File: src/hw/rtl/rgb_to_yuv_pixel_converter_top_assert.svh
// assertion helpers for the pixel converter, sampled on clock, off in reset
`ifndef RGB_TO_YUV_PIXEL_CONVERTER_TOP_ASSERT_SVH
`define RGB_TO_YUV_PIXEL_CONVERTER_TOP_ASSERT_SVH

// same-cycle implication
`define RYUV_ASSERT_NOW(label, ante, cons) \
   label: assert property (@(posedge clock) disable iff (reset) (ante) |-> (cons)) \
      else $error("ryuv assertion failed");

// next-cycle implication
`define RYUV_ASSERT_NEXT(label, ante, cons) \
   label: assert property (@(posedge clock) disable iff (reset) (ante) |=> (cons)) \
      else $error("ryuv assertion failed");

`endif

File: src/hw/rtl/ryuv_pkg.sv
`default_nettype none

package ryuv_pkg;

   // csr register indexes
   typedef enum logic [1:0] {
      CSR_PIXEL_FORMAT = 2'd0,
      CSR_LUMA_WEIGHTS = 2'd1,
      CSR_BLUE_WEIGHTS = 2'd2,
      CSR_RED_WEIGHTS  = 2'd3
   } csr_index_type;

   localparam int unsigned WEIGHT_W = 24;
   localparam int unsigned FORMAT_W = 2;

   // reset values of the registers
   localparam logic [FORMAT_W-1:0] FORMAT_RESET = 2'd0;
   localparam logic [WEIGHT_W-1:0] LUMA_RESET   = 24'h0D4121;
   localparam logic [WEIGHT_W-1:0] BLUE_RESET   = 24'h70B6DA;
   localparam logic [WEIGHT_W-1:0] RED_RESET    = 24'hEEA270;

   // scaling
   localparam int unsigned    LUMA_SHIFT    = 7;
   localparam int unsigned    CHROMA_SHIFT  = 8;
   localparam logic [15:0]    LUMA_OFFSET   = 16'd16;
   localparam logic [15:0]    CHROMA_OFFSET = 16'd128;

   typedef logic [7:0] chan_type;

   // signed-weight dot product over three channels, 16-bit wrap,
   // arithmetic shift, offset and saturation to a byte
   function automatic chan_type convert(input chan_type c0, input chan_type c1,
                                        input chan_type c2,
                                        input logic [WEIGHT_W-1:0] w,
                                        input logic is_luma);
      logic signed [15:0] p0;
      logic signed [15:0] p1;
      logic signed [15:0] p2;
      logic signed [15:0] acc;
      logic signed [15:0] shf;
      logic [15:0]        sum;
      chan_type           res;
      p0  = signed'({8'd0, c0}) * 16'(signed'(w[7:0]));
      p1  = signed'({8'd0, c1}) * 16'(signed'(w[15:8]));
      p2  = signed'({8'd0, c2}) * 16'(signed'(w[23:16]));
      acc = p0 + p1 + p2;
      if (is_luma) begin
         shf = acc >>> LUMA_SHIFT;
         sum = 16'(shf) + LUMA_OFFSET;
      end else begin
         shf = acc >>> CHROMA_SHIFT;
         sum = 16'(shf) + CHROMA_OFFSET;
      end
      if (sum[15]) begin
         res = 8'd0;
      end else if (|sum[14:8]) begin
         res = 8'hFF;
      end else begin
         res = sum[7:0];
      end
      return res;
   endfunction

endpackage

`default_nettype wire

File: src/hw/rtl/rgb_to_yuv_pixel_converter_top.sv
// channel  direction  beat handshake         payload
// req      in         req_valid, req_stall   req_pixel_word[31:0]
// rsp      out        rsp_valid, rsp_stall   rsp_luma, rsp_chroma_blue, rsp_chroma_red
// csr      in         csr_valid, csr_ready   csr_index[1:0], csr_wdata[23:0]
//
// one pixel per cycle sustained unless rsp stalls; each beat crosses both stages
// stage one holds the unpacked channels, stage two the saturated results; the
// nine 8x8 products and the three sums sit between them
// reset clears both stage valids and loads the default BT.601 weights
// a stalled rsp holds stage two; stage one keeps taking a beat while stage two
// is free, so req_stall rises only when both stages are full and rsp is stalled
`default_nettype none

`include "rgb_to_yuv_pixel_converter_top_assert.svh"

module rgb_to_yuv_pixel_converter_top (
   input  wire logic        clock,
   input  wire logic        reset,
   input  wire logic        req_valid,
   output logic             req_stall,
   input  wire logic [31:0] req_pixel_word,
   output logic             rsp_valid,
   input  wire logic        rsp_stall,
   output logic [7:0]       rsp_luma,
   output logic [7:0]       rsp_chroma_blue,
   output logic [7:0]       rsp_chroma_red,
   input  wire logic        csr_valid,
   output logic             csr_ready,
   input  wire logic [1:0]  csr_index,
   input  wire logic [23:0] csr_wdata
);

   logic [ryuv_pkg::FORMAT_W-1:0] format_ff;
   logic [ryuv_pkg::WEIGHT_W-1:0] luma_w_ff;
   logic [ryuv_pkg::WEIGHT_W-1:0] blue_w_ff;
   logic [ryuv_pkg::WEIGHT_W-1:0] red_w_ff;

   ryuv_pkg::chan_type ch0_in, ch1_in, ch2_in;
   ryuv_pkg::chan_type ch0_ff, ch1_ff, ch2_ff;
   logic               s1_valid_ff;
   logic               out_load;
   logic               s1_load;

   ryuv_pkg::chan_type luma_in, blue_in, red_in;
   ryuv_pkg::chan_type luma_ff, blue_ff, red_ff;
   logic               out_valid_ff;

   logic [4:0] r5;
   logic [5:0] g6;
   logic [4:0] b5;

   // csr writes, always ready
   assign csr_ready = 1'b1;

   always_ff @(posedge clock) begin
      if (reset) begin
         format_ff <= ryuv_pkg::FORMAT_RESET;
         luma_w_ff <= ryuv_pkg::LUMA_RESET;
         blue_w_ff <= ryuv_pkg::BLUE_RESET;
         red_w_ff  <= ryuv_pkg::RED_RESET;
      end else if (csr_valid && csr_ready) begin
         case (ryuv_pkg::csr_index_type'(csr_index))
            ryuv_pkg::CSR_PIXEL_FORMAT: format_ff <= csr_wdata[ryuv_pkg::FORMAT_W-1:0];
            ryuv_pkg::CSR_LUMA_WEIGHTS: luma_w_ff <= csr_wdata;
            ryuv_pkg::CSR_BLUE_WEIGHTS: blue_w_ff <= csr_wdata;
            ryuv_pkg::CSR_RED_WEIGHTS:  red_w_ff  <= csr_wdata;
            default: ;
         endcase
      end
   end

   // pipeline advance
   assign out_load  = !out_valid_ff || !rsp_stall;
   assign s1_load   = !s1_valid_ff || out_load;
   assign req_stall = !s1_load;

   // unpack pixel into three 8-bit channels: rgb565 widened by replication, or raw bytes
   assign r5 = req_pixel_word[15:11];
   assign g6 = req_pixel_word[10:5];
   assign b5 = req_pixel_word[4:0];

   always_comb begin
      if (format_ff[1]) begin
         ch0_in = {r5, r5[4:2]};
         ch1_in = {g6, g6[5:4]};
         ch2_in = {b5, b5[4:2]};
      end else begin
         ch0_in = req_pixel_word[7:0];
         ch1_in = req_pixel_word[15:8];
         ch2_in = req_pixel_word[23:16];
      end
   end

   // stage one: channel register
   always_ff @(posedge clock) begin
      if (reset) begin
         s1_valid_ff <= 1'b0;
      end else if (s1_load) begin
         s1_valid_ff <= req_valid;
      end
      if (s1_load && req_valid) begin
         ch0_ff <= ch0_in;
         ch1_ff <= ch1_in;
         ch2_ff <= ch2_in;
      end
   end

   // three dot products with scaling and saturation
   assign luma_in = ryuv_pkg::convert(ch0_ff, ch1_ff, ch2_ff, luma_w_ff, 1'b1);
   assign blue_in = ryuv_pkg::convert(ch0_ff, ch1_ff, ch2_ff, blue_w_ff, 1'b0);
   assign red_in  = ryuv_pkg::convert(ch0_ff, ch1_ff, ch2_ff, red_w_ff, 1'b0);

   // stage two: result register
   always_ff @(posedge clock) begin
      if (reset) begin
         out_valid_ff <= 1'b0;
      end else if (out_load) begin
         out_valid_ff <= s1_valid_ff;
      end
      if (out_load && s1_valid_ff) begin
         luma_ff <= luma_in;
         blue_ff <= blue_in;
         red_ff  <= red_in;
      end
   end

   assign rsp_valid       = out_valid_ff;
   assign rsp_luma        = luma_ff;
   assign rsp_chroma_blue = blue_ff;
   assign rsp_chroma_red  = red_ff;

   // an accepted beat always lands in stage one
   `RYUV_ASSERT_NEXT(a_req_lands, req_valid && !req_stall, s1_valid_ff)
   // a full stage one moves to the output when it is free
   `RYUV_ASSERT_NEXT(a_s1_moves, s1_valid_ff && out_load, out_valid_ff)
   // a blocked stage one keeps its channels
   `RYUV_ASSERT_NEXT(a_s1_holds, s1_valid_ff && !out_load,
                     s1_valid_ff && $stable(ch0_ff) && $stable(ch1_ff) && $stable(ch2_ff))
   // input stalls only when both stages are full
   `RYUV_ASSERT_NOW(a_stall_full, req_stall, s1_valid_ff && out_valid_ff && rsp_stall)

endmodule

`default_nettype wire
File: config.mk
export PLATFORM = sky130hd
export DESIGN_NAME = rgb_to_yuv_pixel_converter_top
export DESIGN_NICKNAME = d
export VERILOG_FILES = /design/src/hw/rtl/ryuv_pkg.sv /design/src/hw/rtl/rgb_to_yuv_pixel_converter_top.sv
export VERILOG_INCLUDE_DIRS = /design/src /design/src/hw/rtl
export SDC_FILE = /design/constraint.sdc
export NUM_CORES = 2
export LEC_CHECK = 0
export BUFFER_PORTS_ARGS = -buffer_cell sky130_fd_sc_hd__buf_2
export CAP_MARGIN = 10
export CORE_MARGIN = 4
export CORE_UTILIZATION = 40
export DETAILED_ROUTE_END_ITERATION = 6
export HOLD_SLACK_MARGIN = 0.05
export PLACE_DENSITY = 0.59
export REMOVE_ABC_BUFFERS = 1
export SYNTH_ARGS = -nofsm -noshare
export SYNTH_HDL_FRONTEND = slang
export SYNTH_SLANG_ARGS = --single-unit
File: constraint.sdc
create_clock -name clock -period 8.39 [get_ports clock]
set_input_delay 1.678 -clock clock [delete_from_list [all_inputs] [get_ports clock]]
set_output_delay 1.678 -clock clock [all_outputs]
set_load 0.01 [all_outputs]
==> reports/results.txt <==
fraction of layout cells with a size suffix above 1 -> 6.518%
clk_skew -> 0.02225 ns
later-pin clock latency in the skew report -> 0.48 ns
P&R area growth vs syn -> 7.996%
CP endpoint kind -> flip-flop
Slew @ Worst Pin -> 1.172 ns
Hold WC Path Type -> reg2reg
reg2reg end -> rsp_luma[2]
Worst R2R Setup Slack -> 0.46 ns
Die ar. -> 65410 um^2
Gate Count Post-Synth -> 2681
num rows -> 90
GP Congestion -> 0.8600
slew margin rel. -> 21.67%
Yosys cell types -> 59
Mapped Area -> 24550 um^2
vias in the first global route -> 18.83k
Max Cap Viol -> 0
TritonRoute pass-1 iters -> 5
Leakage Power -> 13.47 nW
Startpoint Class -> flip-flop
antenna violations before repair -> 4
CTS clk-pin slew, worst paths -> 0.07 ns
Via density -> 4.919
Setup TNS -> 0 ns
CP startpoint -> ch2_ff[4]
register area -> 2943 um^2
largest net degree at the start of global routing -> 76
outcome -> finished, final reports clean
number of port buffers -> 80
Final ANT Viol Nets -> 0
Tmin final -> 7.934 ns
WL/cell -> 17.94 um
pwr/cell area -> 433.4 nW/um^2
Synth area leaders -> fa_1 (39%), ha_1 (15%), inv_1 (10%)
worst-path maximum fanout -> 16
I/O Pins -> 90
Fillers -> 5913
Fin. Hold Viols -> 0
total track usage -> 19.99%
H-tree lvl count -> 4
vias post-DR -> 17.28k
Post-synth EDFFs -> 48
Worst Path Required -> 8.58 ns
post-synthesis average cell area -> 9.158 um^2
Iteration-0 DRC Markers -> 1002
fin nets -> 3544
Resized cells post-CTS -> 0
Die X-Extent -> 255.8 um
Post-CTS Hold Buffers -> 0
FF-to-FF path depth -> 25
RSZ-0062 raised after global routing -> false
Die Ht -> 255.8 um
maximum operating frequency -> 126.0 MHz
HPWL after DPL -> 52.16 mm
PnR Total Power -> 11.49 mW
Critical R2R Launch -> ch2_ff[4]
Final period util -> 94.57%
area of the multi-input gates -> 18710 um^2
Worst VDD drop -> 0.6702 mV
count leader, synth -> inv_1
asr flop ratio synth -> 0%
post-synth top area share -> 38.89%
Worst EP arrival -> 8.12 ns
Clock Path Buffers -> 2
Num CTS Buffers -> 17
antenna cells -> 0
ys flop type -> dfxtp_1
max-slew violations -> 0
commonest cells in the netlist -> inv_1 (666), fa_1 (477), nand2_1 (366), and2_1 (294), ha_1 (286)
Root Buffer -> clkbuf_16
yosys warns -> 0
core area -> 60580 um^2
end point of the critical path -> rsp_luma[2]
sequential area share after synthesis -> 11.99%
global-route wire length before repair -> 102.2 mm
Initial Utilization -> 40.53%
Detailed Route WL -> 63.03 mm
post-synthesis register bit count -> 123
grt ovf -> 0
DRC errors left -> 0
CTS tree -> built
largest area contributor in the netlist -> fa_1
# setup viols final -> 0
crit path kind -> reg2reg
sinks on the clock net -> 123
-- how the worst min path moves through the flow --
stage                start        end  cells after the start
6_report       s1_valid_ff  rsp_valid                      2
5_1_grt        s1_valid_ff  rsp_valid                      2
4_1_cts        s1_valid_ff  rsp_valid                      2
3_5_place_dp   s1_valid_ff  rsp_valid                      2
3_3_place_gp   s1_valid_ff  rsp_valid                      2
2_1_floorplan  s1_valid_ff  rsp_valid                      2
-- layout by cell type (no fill, tap or decap), types with 11 or more instances in the layout --
cell type / netlist / final
buf_2: 0 / 80
a21oi_1: 58 / 58
o21ai_0: 24 / 24
nand2_1: 366 / 366
nor2_1: 70 / 70
xor2_1: 11 / 11
edfxtp_1: 48 / 48
fa_1: 477 / 477
dfxtp_1: 75 / 75
and2_1: 294 / 294
clkbuf_16: 0 / 18
buf_4: 1 / 42
ha_1: 286 / 286
xnor2_1: 39 / 39
inv_1: 666 / 666
nand3b_1: 29 / 29
nand2b_1: 25 / 25
-- repair_timing --
action	CTS	global route
buffers inserted	0	1
hold endpoints to repair	0	0
setup endpoints to repair	0	3
-- routing by layer --
metal	routed length [um]	track usage [%]
met2	29550	32.78
met1	27160	26.27
met3	3955	4.057
met4	2358	7.558
met5	10	0
-- layout make-up --
class                      count  area share [%]
multi-input combinational   1783           70.56
clock inverter                13          0.5474
tap                          782           3.690
timing repair buffer         124           2.878
clock buffer                  19           1.751
sequential                   123           11.10
inverter                     669           9.471
-- where the power goes --
group / switching (mW) / leakage, nW / internal [mW]
registers: 0.0883 / 1.07 / 1.20
logic: 5.17 / 12.1 / 4.23
clock network: 0.357 / 0.296 / 0.446
total: 5.61 / 13.5 / 5.88
-- critical path: stages, from the launching register on --
cell,delay (ns)
edfxtp_1,0.89
nand2_1,0.18
fa_1,0.56
inv_1,0.04
ha_1,0.26
inv_1,0.05
fa_1,0.50
inv_1,0.05
fa_1,0.55
fa_1,0.44
fa_1,0.49
inv_1,0.05
fa_1,0.48
inv_1,0.04
ha_1,0.29
nand4bb_1,0.11
o21ai_1,0.38
a211oi_2,0.17
o21bai_1,0.32
xor2_1,0.18
ha_1,0.30
nand2_1,0.18
or4b_1,0.56
o311ai_4,0.09
xnor2_1,0.31
a21oi_1,0.15
-- per-stage QoR --
stage               util (%)  hold WS, ns  worst slack [ns]  instances  area, um^2
finish                 43.77       0.5352            0.4556       3513       26520
global route           43.77       0.5575           0.04687       3513       26520
CTS                    43.69       0.5437            0.3901       3511       26470
detailed placement     42.68       0.5300            0.4284       3479       25860
global placement       42.68       0.4677            0.6117       3479       25860
floorplan                  -       0.4444             1.071       2575       24150
-- registers in the layout, summed over array words and instances (netlist names) --
signal	count
blue_w_ff	24
rsp_chroma_blue	8
format_ff	1
ch1_ff	8
luma_w_ff	24
ch2_ff	8
rsp_luma	8
red_w_ff	24
rsp_valid	1
rsp_chroma_red	8
ch0_ff	8
s1_valid_ff	1
-- cell families (layout without fill, tap and decap cells) --
group,count (synthesis),in the layout,synth area share (%)
XOR/XNOR,54,54,2.095
adder cells (fa/ha/maj),763,763,53.47
buffers and inverters,775,825,11.86
flip-flops,123,123,11.99
AND/OR/NAND/NOR,831,831,16.91
multiplexers,12,12,0.5300
other,1,1,0.01527
AO/OA/AOI/OAI,122,122,3.129
(Power assumes the default switching activity.)
